### config.mk
export PLATFORM = sky130hd
export DESIGN_NAME = ctf_rate
export DESIGN_NICKNAME = d
export VERILOG_FILES = /design/src/ctf_pkg.sv /design/src/ctf_rate.sv
export SDC_FILE = /design/constraint.sdc
export NUM_CORES = 1
export LEC_CHECK = 0
export ABC_AREA = 1
export BUFFER_PORTS_ARGS = -buffer_cell sky130_fd_sc_hd__buf_2
export CAP_MARGIN = 25
export CORE_MARGIN = 1.5
export CORE_UTILIZATION = 30
export DETAILED_ROUTE_END_ITERATION = 16
export HOLD_SLACK_MARGIN = 0.1
export MAX_ROUTING_LAYER = met4
export PLACE_DENSITY = 0.49
export REMOVE_ABC_BUFFERS = 1
export SYNTH_ARGS = -nofsm -noshare
export SYNTH_HDL_FRONTEND = slang
export SYNTH_SLANG_ARGS = --single-unit
### constraint.sdc
create_clock -name clk -period 15.5 [get_ports clk]
set_input_delay 3.1 -clock clk [delete_from_list [all_inputs] [get_ports clk]]
set_output_delay 3.1 -clock clk [all_outputs]
set_load 0.1 [all_outputs]
### src/ctf_pkg.sv
// Shared constants, register codes and the arctangent table of the tilt filter.
package ctf_pkg;

  typedef enum logic [2:0] {
    REG_BLEND_WEIGHT  = 3'd0,
    REG_ROLL_OFFSET   = 3'd1,
    REG_PITCH_OFFSET  = 3'd2,
    REG_RATE_BIAS_X   = 3'd3,
    REG_RATE_BIAS_Y   = 3'd4,
    REG_RATE_BIAS_Z   = 3'd5
  } cfg_reg_t;

  localparam logic [15:0] BLEND_WEIGHT_RESET = 16'd62915;
  localparam int          ATAN_MAX_STEPS     = 24;

  typedef logic signed [25:0] tilt_angle_t;
  typedef logic signed [33:0] angle_inc_t;

  // atan(2^-i) in degrees Q16.16, rounded to nearest
  function automatic logic signed [25:0] atan_entry(logic [4:0] idx);
    logic signed [25:0] v;
    case (idx)
      5'd0:  v = 26'sd2949120;
      5'd1:  v = 26'sd1740967;
      5'd2:  v = 26'sd919879;
      5'd3:  v = 26'sd466945;
      5'd4:  v = 26'sd234379;
      5'd5:  v = 26'sd117304;
      5'd6:  v = 26'sd58666;
      5'd7:  v = 26'sd29335;
      5'd8:  v = 26'sd14668;
      5'd9:  v = 26'sd7334;
      5'd10: v = 26'sd3667;
      5'd11: v = 26'sd1833;
      5'd12: v = 26'sd917;
      5'd13: v = 26'sd458;
      5'd14: v = 26'sd229;
      5'd15: v = 26'sd115;
      5'd16: v = 26'sd57;
      5'd17: v = 26'sd29;
      5'd18: v = 26'sd14;
      5'd19: v = 26'sd7;
      5'd20: v = 26'sd4;
      5'd21: v = 26'sd2;
      5'd22: v = 26'sd1;
      default: v = 26'sd0;
    endcase
    return v;
  endfunction

endpackage

### src/ctf_rate.sv
// Gyro angle increment: bias removal, rate*dt product, bit-serial divide by 65534.
module ctf_rate (
  input  logic                clk,
  input  logic                rst_n,
  input  logic                start,
  input  logic signed [15:0]  raw,
  input  logic signed [15:0]  bias,
  input  logic        [15:0]  dt,
  output logic                done,
  output ctf_pkg::angle_inc_t inc
);

  localparam logic [16:0] DIVISOR  = 17'd65534;
  localparam logic [5:0]  LAST_BIT = 6'd47;

  typedef enum logic [2:0] {
    ST_IDLE = 3'b001,
    ST_MUL  = 3'b010,
    ST_DIV  = 3'b100
  } rate_state_t;

  rate_state_t        state_r;
  logic               done_r;
  logic               neg_r;
  logic [15:0]        mag_r;
  logic [15:0]        dt_r;
  logic [47:0]        n_r;
  logic [15:0]        rem_r;
  logic [32:0]        q_r;
  logic [5:0]         cnt_r;

  logic signed [16:0] diff;
  logic [16:0]        diff_abs;
  logic [16:0]        rem_t, rem_sub;
  logic               ge;
  logic signed [33:0] q_s;

  always_comb begin
    diff     = raw - bias;
    diff_abs = diff[16] ? 17'(-diff) : 17'(diff);
    rem_t    = {rem_r, n_r[47]};
    ge       = rem_t >= DIVISOR;
    rem_sub  = rem_t - DIVISOR;
    q_s      = $signed({1'b0, q_r});
  end

  always_ff @(posedge clk) begin
    if (!rst_n) begin
      state_r <= ST_IDLE;
      done_r  <= 1'b0;
    end else begin
      unique case (state_r)
        ST_IDLE: begin
          if (start) begin
            neg_r   <= diff[16];
            mag_r   <= diff_abs[15:0];
            dt_r    <= dt;
            done_r  <= 1'b0;
            state_r <= ST_MUL;
          end
        end
        ST_MUL: begin
          // numerator p*65536 + 32767 rounds p*32768/32767 to nearest
          n_r     <= {32'(mag_r) * 32'(dt_r), 16'h7FFF};
          rem_r   <= '0;
          q_r     <= '0;
          cnt_r   <= '0;
          state_r <= ST_DIV;
        end
        ST_DIV: begin
          rem_r <= ge ? rem_sub[15:0] : rem_t[15:0];
          q_r   <= {q_r[31:0], ge};
          n_r   <= {n_r[46:0], 1'b0};
          cnt_r <= cnt_r + 6'd1;
          if (cnt_r == LAST_BIT) begin
            done_r  <= 1'b1;
            state_r <= ST_IDLE;
          end
        end
        default: state_r <= ST_IDLE;
      endcase
    end
  end

  assign done = done_r;
  assign inc  = neg_r ? -q_s : q_s;

endmodule
==> flow_summary.toml <==
[run_status]
status = "completed"

[clocking]
clkLatencyLatePin_ns = 0.46
clockBufferDepth = 2
cts-resized-gates = 0
htreeDepth = 4
post_cts_buffers = 0
cts_made_buffers = 17
ctsHoldBuffers = 0
cts.clk_slew.worst_paths_ns = 0.08
clock_sinks = 140
cts_tree = "done"
cts-root-buf = "clkbuf_16"

[global_route]
grtUsageTotal_pct = 15.82
grt_pass1_vias = 13676
grt_pass1_wl_microns = 69080
antenna_found_initial = 0
grt_max_degree = 87
grt-ovfl-total = 0

[yosys]
synth_cells = 2082
ys_seq_area_share_pct = 24.98
synthDistinctLibCells = 46
synthFlopType = "edfxtp_1"
synth_area_sq_um = 16670
ys_ff_latch = 140
synth.top_cell.area_share_pct = 24.50
postSynthAreaPerCell_sq_um = 8.008
ys_warn_count = 0
synth_enable_flop_cells = 136
yosysTopAreaCell = "edfxtp_1"
synthTopCellsByArea = "edfxtp_1 24%, fa_1 23%, nand2_1 12%, inv_1 12%, ha_1 9.3%"
synthArstFlopShare_pct = 0

[die]
start_util_pct = 30.32
dieArea_sq_um = 57000
boundaryPins = 86
fp-row-count = 86
core-area_sq_um = 54990
die_w_microns = 238.7
fp.dieH_microns = 238.7

[cells_and_area]
mostFrequentLayoutCell = "nand2_1"
final-instance-count-excl-fill = 2869
num-fill-cells = 5855
drive_above_1_share_pct = 8.817
layout_common_cells = "519 x nand2_1, 515 x inv_1, 195 x fa_1, 136 x edfxtp_1, 124 x ha_1"
num_antenna_cells = 0
final_nets = 2478
area_delta_synth_final_pct = 10.23

[timing]
period_minus_slack_ns = 6.375
slew_violations = 0
timing.final.crit_share_pct = 41.13
hold_ws_ns = 0.4934
worst_pin_slew_ns = 0.9499
timing.fmax_mhz = 156.9
rsz0062_at_grt = "false"
fin_ws_ns = 9.125
setup_violations = 0
tns_ns = 0
slew_headroom_pct = 36.67
fin_skew_ns = 0.01849
hold_viol = 0

[critical_path]
crit_required_ns = 15.70
criticalPathCategory = "flop to flop"
cp_cell_sequence = "nand2_1 > fa_1 > inv_1 > fa_1 > inv_1 > fa_1 > inv_1 > fa_1 > fa_1 > inv_1 > fa_1 > inv_1 > ha_1 > a21oi_1 > nand2_1 > inv_1 > nand3_1 > a21o_1 > or2_2 > nand3_1 > nand2_1"
critPathArrivalTime_ns = 6.58
cp-end-kind = "flop"
critPathMaxStageDelay_ns = 0.80
worstSetupStartpointType = "flop"
slowest_stage = "edfxtp_1"
crit_fanout = 16

[detailed_routing]
routed_wl_microns = 40530
ant_nets = 0
viasPerCell = 4.493
avgRoutedWirePerCell_microns = 14.13
first_iter_violations = 683
num_vias = 12891
drcViolationCount = 0
dr.pass1.iters = 5

[min_path]
hold_class = "flop to flop"

[placed_design]
place.detailed.instances = 2837
pre_cts_slack_ns = 9.157
io_buffers = 85
gp_congestion = 0.8732
hpwlAfterDp_microns = 31950

[run]
drv_cap = 0
-- metal layers --
layer  track usage [%]  routed length [microns]  up-vias
li1                  -                        -     6305
met4             5.830                     1200        0
met2             26.54                    19770      233
met5                 -                        0        -
met1             19.45                    18270     6280
met3             2.055                     1293       73
-- flip-flops by register name, summed over array words and instances, names as in the netlist --
name     count
mag_r       16
dt_r        16
rem_r       16
state_r      3
done         1
q_r         33
n_r         48
neg_r        1
cnt_r        6
-- cell families after synthesis --
group / Yosys count / share of synthesized area [%]
xor+xnor: 59 / 3.280
simple gates: 811 / 20.38
buf+inv: 603 / 13.70
fa+ha+maj: 319 / 32.72
compound gates: 150 / 4.953
flops: 140 / 24.98
-- worst paths after layout --
| kind | slack [ns] | cells after the start | end | start |
|---|---|---|---|---|
| max reg2reg | 9.12 | 21 | n_r[39]$_DFFE_PP_ | mag_r[5]$_DFFE_PP_ |
| max | 9.12 | 21 | n_r[39]$_DFFE_PP_ | mag_r[5]$_DFFE_PP_ |
| min | 0.49 | 2 | done$_SDFFE_PN0P_ | done$_SDFFE_PN0P_ |
| min reg2reg | 0.49 | 2 | done$_SDFFE_PN0P_ | done$_SDFFE_PN0P_ |
-- Yosys cell counts, drive strengths merged, types with 3 or more instances --
cell type,instances
buf,5
ha,124
clkbuf,79
dfxtp,4
nor3b,3
xnor2,18
nor3,24
a31oi,9
nor4,5
fa,195
edfxtp,136
nand2,527
nand4,15
a21o,7
nand3,74
nand3b,3
nor2,134
inv,517
xor2,41
a21oi,60
or2,23
o21ai,66
-- per-stage QoR --
step	area [sq um]	utilization [%]
after detailed placement	17770	32.31
final	18380	33.42
after global routing	18380	33.42
after floorplan	16340	-
after global placement	17770	32.31
after CTS	18380	33.42
-- final cells by class --
| cell class | instances | area (sq um) | share of cell area [%] |
|---|---|---|---|
| clock inverter | 14 | 182.7 | 0.9940 |
| inverter | 519 | 1948 | 10.60 |
| tap | 748 | 935.9 | 5.093 |
| sequential | 140 | 4164 | 22.66 |
| multi-input combinational | 1339 | 10250 | 55.76 |
| clock buffer | 18 | 429.2 | 2.335 |
| timing repair buffer | 91 | 470.5 | 2.560 |
-- worst max-delay path: cells and delay by family, from the launching register on --
family          cells  cell delay [ns]
fa+ha+maj           7             3.51
simple gates        6             0.94
flops               1             0.80
compound gates      2             0.49
buf+inv             6             0.37
Power is not shown: default switching activity piles up to over one toggle a cycle in this logic, so the estimate is an artifact.
