===== src/ctf_pkg.sv =====
// Shared constants, register codes and the arctangent table of the tilt filter.
package ctf_pkg;

  typedef enum logic [2:0] {
    REG_BLEND_WEIGHT  = 3'd0,
    REG_ROLL_OFFSET   = 3'd1,
    REG_PITCH_OFFSET  = 3'd2,
    REG_RATE_BIAS_X   = 3'd3,
    REG_RATE_BIAS_Y   = 3'd4,
    REG_RATE_BIAS_Z   = 3'd5
  } cfg_reg_t;

  localparam logic [15:0] BLEND_WEIGHT_RESET = 16'd62915;
  localparam int          ATAN_MAX_STEPS     = 24;

  typedef logic signed [25:0] tilt_angle_t;
  typedef logic signed [33:0] angle_inc_t;

  // atan(2^-i) in degrees Q16.16, rounded to nearest
  function automatic logic signed [25:0] atan_entry(logic [4:0] idx);
    logic signed [25:0] v;
    case (idx)
      5'd0:  v = 26'sd2949120;
      5'd1:  v = 26'sd1740967;
      5'd2:  v = 26'sd919879;
      5'd3:  v = 26'sd466945;
      5'd4:  v = 26'sd234379;
      5'd5:  v = 26'sd117304;
      5'd6:  v = 26'sd58666;
      5'd7:  v = 26'sd29335;
      5'd8:  v = 26'sd14668;
      5'd9:  v = 26'sd7334;
      5'd10: v = 26'sd3667;
      5'd11: v = 26'sd1833;
      5'd12: v = 26'sd917;
      5'd13: v = 26'sd458;
      5'd14: v = 26'sd229;
      5'd15: v = 26'sd115;
      5'd16: v = 26'sd57;
      5'd17: v = 26'sd29;
      5'd18: v = 26'sd14;
      5'd19: v = 26'sd7;
      5'd20: v = 26'sd4;
      5'd21: v = 26'sd2;
      5'd22: v = 26'sd1;
      default: v = 26'sd0;
    endcase
    return v;
  endfunction

endpackage


===== src/ctf_tilt.sv =====
// Accelerometer tilt: squares, 2-bit-per-cycle square root, serial CORDIC arctangent.
module ctf_tilt #(
  parameter int ITERS = 16
) (
  input  logic                 clk,
  input  logic                 rst_n,
  input  logic                 start,
  input  logic signed [16:0]   num,
  input  logic signed [15:0]   a,
  input  logic signed [15:0]   b,
  output logic                 done,
  output ctf_pkg::tilt_angle_t angle
);

  localparam int ITERS_EFF = (ITERS > ctf_pkg::ATAN_MAX_STEPS) ? ctf_pkg::ATAN_MAX_STEPS :
                             ((ITERS < 1) ? 1 : ITERS);
  localparam logic [4:0] LAST_ROT  = 5'(ITERS_EFF - 1);
  localparam logic [4:0] LAST_ROOT = 5'd29;

  typedef enum logic [4:0] {
    ST_IDLE = 5'b00001,
    ST_SUM  = 5'b00010,
    ST_ROOT = 5'b00100,
    ST_INIT = 5'b01000,
    ST_ROT  = 5'b10000
  } tilt_state_t;

  tilt_state_t        state_r;
  logic               done_r;
  logic signed [31:0] sqa_r, sqb_r;
  logic signed [16:0] num_r;
  logic [59:0]        n_r;
  logic [30:0]        rem_r;
  logic [29:0]        root_r;
  logic [4:0]         cnt_r;
  logic signed [33:0] x_r, y_r;
  logic signed [25:0] z_r;

  logic [32:0]        rem_t, trial, rem_sub;
  logic               ge;
  logic signed [33:0] dx, dy;
  logic signed [25:0] step_ang;

  always_comb begin
    rem_t    = {rem_r, n_r[59:58]};
    trial    = {1'b0, root_r, 2'b01};
    ge       = rem_t >= trial;
    rem_sub  = rem_t - trial;
    dx       = y_r >>> cnt_r;
    dy       = x_r >>> cnt_r;
    step_ang = ctf_pkg::atan_entry(cnt_r);
  end

  always_ff @(posedge clk) begin
    if (!rst_n) begin
      state_r <= ST_IDLE;
      done_r  <= 1'b0;
    end else begin
      unique case (state_r)
        ST_IDLE: begin
          if (start) begin
            sqa_r   <= a * a;
            sqb_r   <= b * b;
            num_r   <= num;
            done_r  <= 1'b0;
            state_r <= ST_SUM;
          end
        end
        ST_SUM: begin
          n_r     <= {sqa_r + sqb_r, 28'b0};
          rem_r   <= '0;
          root_r  <= '0;
          cnt_r   <= '0;
          state_r <= ST_ROOT;
        end
        ST_ROOT: begin
          rem_r  <= ge ? rem_sub[30:0] : rem_t[30:0];
          root_r <= {root_r[28:0], ge};
          n_r    <= {n_r[57:0], 2'b00};
          cnt_r  <= cnt_r + 5'd1;
          if (cnt_r == LAST_ROOT) state_r <= ST_INIT;
        end
        ST_INIT: begin
          x_r   <= {4'b0, root_r};
          y_r   <= {{3{num_r[16]}}, num_r, 14'b0};
          z_r   <= '0;
          cnt_r <= '0;
          // zero vector: angle stays zero
          if (root_r == '0 && num_r == '0) begin
            done_r  <= 1'b1;
            state_r <= ST_IDLE;
          end else begin
            state_r <= ST_ROT;
          end
        end
        ST_ROT: begin
          if (y_r > 0) begin
            x_r <= x_r + dx;
            y_r <= y_r - dy;
            z_r <= z_r + step_ang;
          end else begin
            x_r <= x_r - dx;
            y_r <= y_r + dy;
            z_r <= z_r - step_ang;
          end
          cnt_r <= cnt_r + 5'd1;
          if (cnt_r == LAST_ROT) begin
            done_r  <= 1'b1;
            state_r <= ST_IDLE;
          end
        end
        default: state_r <= ST_IDLE;
      endcase
    end
  end

  assign done  = done_r;
  assign angle = z_r;

endmodule


===== config.mk =====
export PLATFORM = sky130hd
export DESIGN_NAME = ctf_tilt
export DESIGN_NICKNAME = d
export VERILOG_FILES = /design/src/ctf_pkg.sv /design/src/ctf_tilt.sv
export SDC_FILE = /design/constraint.sdc
export NUM_CORES = 2
export LEC_CHECK = 0
export BUFFER_PORTS_ARGS = -buffer_cell sky130_fd_sc_hd__clkbuf_2
export CAP_MARGIN = 30
export CORE_ASPECT_RATIO = 1.5
export CORE_MARGIN = 5
export CORE_UTILIZATION = 60
export DETAILED_ROUTE_END_ITERATION = 10
export GPL_TIMING_DRIVEN = 0
export HOLD_SLACK_MARGIN = 0.15
export PLACE_DENSITY = 0.86
export SYNTH_ARGS = -nofsm -noshare
export SYNTH_HDL_FRONTEND = slang
export SYNTH_SLANG_ARGS = --single-unit
export TNS_END_PERCENT = 10

===== constraint.sdc =====
create_clock -name clk -period 7.2 [get_ports clk]
set_input_delay 0.72 -clock clk [delete_from_list [all_inputs] [get_ports clk]]
set_output_delay 0.72 -clock clk [all_outputs]
set_load 0.02 [all_outputs]

==> summary.md <==
| Metric | Value |
|---|---|
| Total of flip-flops plus latches after synthesis | around 300 |
| Sum of net half-perimeters after detailed placement | 114000 µm |
| Detailed Routing Iterations Pass 1 | 8 |
| Seq/Total Area, Yosys | 20.3% |
| Dpl ws | -0.826 ns |
| Leakage power of the design | 21.0 nW |
| Vias per cell | 6.39 |
| Filler Cells Inserted | 5633 |
| Worst voltage drop across the vdd grid | 2.12 mV |
| Share of async-settable or async-resettable flops after synthesis | 0% |
| Total power density per cell area | between 400 and 500 mW/mm² |
| CP max FO | 10 |
| Number of antenna cells inserted | 0 |
| DRT antenna net count | 0 |
| DP Cell Count | approximately 5500 |
| Data required time of the critical path | roughly 7.5 ns |
| Min-Delay Path Class | input pin to flip-flop |
| Total non-filler cell area in the finished layout | 0.0458 mm² |
| Post-synthesis area per instance | 9.41 µm² |
| Worst Hold Slack | 0.283 ns |
| CORE AREA | 0.0710 mm² |
| Die Ht | 337 µm |
| Final core utilization | between 60 and 70% |
| Final non-filler cell total | 5599 |
| Top_reg_cell synth | sky130_fd_sc_hd__edfxtp_1 |
| Category of the critical setup timing path | flip-flop to flip-flop |
| Cell area after synthesis | 0.0428 mm² |
| Setup slack of the worst register-to-register path | 0.08 ns |
| Status | completed |
| Placed cell areas | roughly 0.045 mm² |
| Via count of the first global-routing pass | 37800 |
| Distinct cell type count after synthesis | 94 |
| Warning count from the yosys run | 0 |
| Area added between synthesis and finish | 7.01% |
| Number of instances in the synthesized netlist | 4546 |
| Number of port buffers | 73 |
| # H-tree levels | 1 |
| Clock tree from TritonCTS | built |
| Post-layout nets | 5531 |
| Row cnt | 120 |
| Horiz. Die Dim | 228 µm |
| Max Clock Freq | around 140 MHz |
| Arrival time worst endpoint | 7.46 ns |
| Post-CTS clock slew at the launch and capture registers of the worst setup and hold paths | 0.07 ns |
| Starting density of the core | 60.2% |
| Total via count in the routed design | 35800 |
| Startpoint Class | flip-flop |
| Maximum number of pins on one net before global-route repair | 59 |
| Clock latency reported for the late side of the worst-skew pair | 0.61 ns |
| Aggregate routed wire length | about 140000 µm |
| Max-cap check violation count | 0 |
| Remaining routing DRC violations | 0 |
| Overall overflow remaining after global route | 0 |
| Overall track demand over capacity in global routing | 36.5% |
| Endpoints failing hold | 0 |
| Clock tree buffer depth | 3 |
| Top-Level Pins | 79 |
| Weighted congestion reported at the end of routability-driven placement | 1.12 |
| Fraction of final layout cells with drive strength greater than 1 | under 10% |
| Number of flops mapped to enable cells by yosys | 271 |
| First-pass GRT wire length | approximately 210000 µm |
| Initial DRC Count | 3237 |
| Time the final worst path needs with I/O delays and setup | 7.12 ns |
| Clock skew | about 0.024 ns |
| Max_slew headroom | between 20% and 30% |
| Number of max-slew violations in the final report | 0 |
| Minimum setup slack in the final design | 0.0809 ns |
| Pin slew with the least headroom to its limit | between 1 and 1.5 ns |
| Setup repair after global routing missed its margin | true |
| Setup violations, final | 0 |
| Area of the die | 0.0768 mm² |
| Final period util | 98.9% |
| Endpoint type of the worst setup path | flip-flop |
| Cell at the root of the clock tree | sky130_fd_sc_hd__clkbuf_16 |
| Initial antenna violation count | 3 |
| WL per Instance | 25.4 µm |
| Clock sinks | 299 |
| Number of nets in the synthesized netlist | 5416 |
| Inserted Clock Buffers | 31 |
-- routing by layer --
layer / up-vias / GRT usage (%) / routed length [µm]
li1: 15700 / - / -
met1: 17500 / 36.0 / 44700
met2: 1852 / 66.0 / 71400
met3: 775 / 6.20 / 9610
met4: 4 / 31.7 / 16200
met5: - / 0 / 27
-- power breakdown --
group / total (W) / switching (W) / internal, W
Clock: 0.00174 / 0.000765 / 0.000975
Sequential: 0.00313 / 0.000106 / 0.00302
Combinational: 0.0167 / 0.00959 / 0.00715
Total: 0.0216 / 0.0105 / 0.0111
-- worst max-delay path, stage by stage (launching register included) --
cell and delay, ns:
sky130_fd_sc_hd__edfxtp_1 0.39, sky130_fd_sc_hd__clkbuf_1 0.31, sky130_fd_sc_hd__clkbuf_2 0.36, sky130_fd_sc_hd__inv_1 0.44, sky130_fd_sc_hd__buf_1 0.54, sky130_fd_sc_hd__buf_8 0.23
sky130_fd_sc_hd__clkbuf_2 0.45, sky130_fd_sc_hd__o21ai_0 0.19, sky130_fd_sc_hd__o32a_1 0.31, sky130_fd_sc_hd__and4bb_2 0.34, sky130_fd_sc_hd__and2_1 0.19, sky130_fd_sc_hd__nor2_1 0.11
sky130_fd_sc_hd__xor2_1 0.50, sky130_fd_sc_hd__ha_1 0.39, sky130_fd_sc_hd__a211oi_1 0.27, sky130_fd_sc_hd__o211ai_1 0.18, sky130_fd_sc_hd__and4_1 0.30, sky130_fd_sc_hd__o2111ai_1 0.27
sky130_fd_sc_hd__a21oi_1 0.17, sky130_fd_sc_hd__nor3_1 0.34, sky130_fd_sc_hd__o31ai_1 0.17, sky130_fd_sc_hd__o22ai_1 0.18, sky130_fd_sc_hd__xor2_1 0.17, sky130_fd_sc_hd__nor2_1 0.05
-- final timing paths --
| check | startpoint | end | cells after the start |
|---|---|---|---|
| worst max-delay path | cnt_r[4] | x_r[32] | 23 |
| worst min-delay path | num[6] | num_r[6] | 1 |
| worst max register to register | cnt_r[4] | x_r[32] | 23 |
| worst min register to register | done | done | 2 |
-- sequential cells by signal (all words and copies together) (netlist names) --
| register | flops |
|---|---|
| x_r | 34 |
| y_r | 34 |
| n_r | 32 |
| rem_r | 31 |
| sqa_r | 31 |
| sqb_r | 31 |
| root_r | 30 |
| angle | 26 |
| step_ang | 22 |
| num_r | 17 |
| cnt_r | 5 |
| state_r | 5 |
| done | 1 |
-- cells by family (layout without fill, tap and decap cells) --
logic type,Yosys count,after routing,synth area share [%]
adder cells (fa/ha/maj),818,818,32.2
buffers and inverters,908,1046,8.23
flip-flops,299,299,20.3
multiplexers,216,216,7.63
AND/OR/NAND/NOR,1188,1188,13.2
AO/OA/AOI/OAI,823,823,12.4
XOR/XNOR,294,294,6.02
-- layout make-up --
cell class	instances	area [µm²]	share of cell area, %
plain buffers	169	823	1.80
well taps	915	1140	2.50
flip-flops and latches	299	8700	19.0
clock buffers	33	783	1.71
inverters	732	2750	6.01
repair buffers	89	617	1.35
clock inverters	23	275	0.602
multi-input cells	3339	30700	67.0
-- through the flow --
step	power, W	setup TNS (ns)
4_1_cts	0.0214	-0.0700
3_5_place_dp	0.0196	-10.87
3_3_place_gp	0.0187	-11.60
2_1_floorplan	0.0153	0
5_1_grt	0.0236	-0.263
6_report	0.0216	0
-- layout by cell type (no fill, tap or decap), drive strengths merged, types with 43 or more instances in the layout --
master	synthesis	final
inv	731	734
fa	470	470
nand2	374	374
ha	348	348
nor2	337	337
edfxtp	271	271
clkbuf	126	229
a21oi	224	224
xnor2	191	191
o21ai	188	188
and2	106	106
xor2	103	103
mux2i	96	96
mux4	84	84
a21o	71	71
nor3	66	66
nand3	65	65
buf	50	59
nand2b	43	43
-- Yosys cell counts (19+ instances only) --
cell	n	area share (%)
sky130_fd_sc_hd__a211oi_1	25	0.44
sky130_fd_sc_hd__mux4_2	83	4.4
sky130_fd_sc_hd__a21o_1	71	1.2
sky130_fd_sc_hd__xor2_1	103	2.1
sky130_fd_sc_hd__inv_1	730	6.4
sky130_fd_sc_hd__nor3_1	64	0.75
sky130_fd_sc_hd__buf_1	19	0.17
sky130_fd_sc_hd__buf_2	19	0.22
sky130_fd_sc_hd__a31oi_1	36	0.53
sky130_fd_sc_hd__nand4_1	21	0.31
sky130_fd_sc_hd__mux2_2	33	0.87
sky130_fd_sc_hd__fa_1	470	22
sky130_fd_sc_hd__and3_1	23	0.34
sky130_fd_sc_hd__o21bai_1	33	0.58
sky130_fd_sc_hd__nand2_1	374	3.3
sky130_fd_sc_hd__o31ai_1	34	0.60
sky130_fd_sc_hd__and2_1	106	1.6
sky130_fd_sc_hd__nand3_1	65	0.76
sky130_fd_sc_hd__xnor2_1	191	3.9
sky130_fd_sc_hd__or3_1	22	0.32
sky130_fd_sc_hd__a21oi_1	224	2.6
sky130_fd_sc_hd__o21a_1	31	0.54
sky130_fd_sc_hd__or2_2	19	0.28
sky130_fd_sc_hd__nor2_1	337	3.0
sky130_fd_sc_hd__nand2b_1	43	0.63
sky130_fd_sc_hd__nor2b_1	35	0.51
sky130_fd_sc_hd__nor4_1	30	0.44
sky130_fd_sc_hd__clkbuf_1	126	1.1
sky130_fd_sc_hd__dfxtp_1	28	1.3
sky130_fd_sc_hd__o21ai_0	185	2.2
sky130_fd_sc_hd__edfxtp_1	271	19
sky130_fd_sc_hd__ha_1	348	10
sky130_fd_sc_hd__mux2i_1	96	2.2
-- repair_timing --
action | CTS | global route
hold buffers | 0 | 0
endpoints found under the setup margin | 19 | 43
gates resized for setup | 21 | 68
setup buffers | 0 | 2
endpoints found under the hold margin | 0 | 0
gates cloned | 0 | 0
pin swaps | 0 | 1
(Power assumes the default switching activity.)
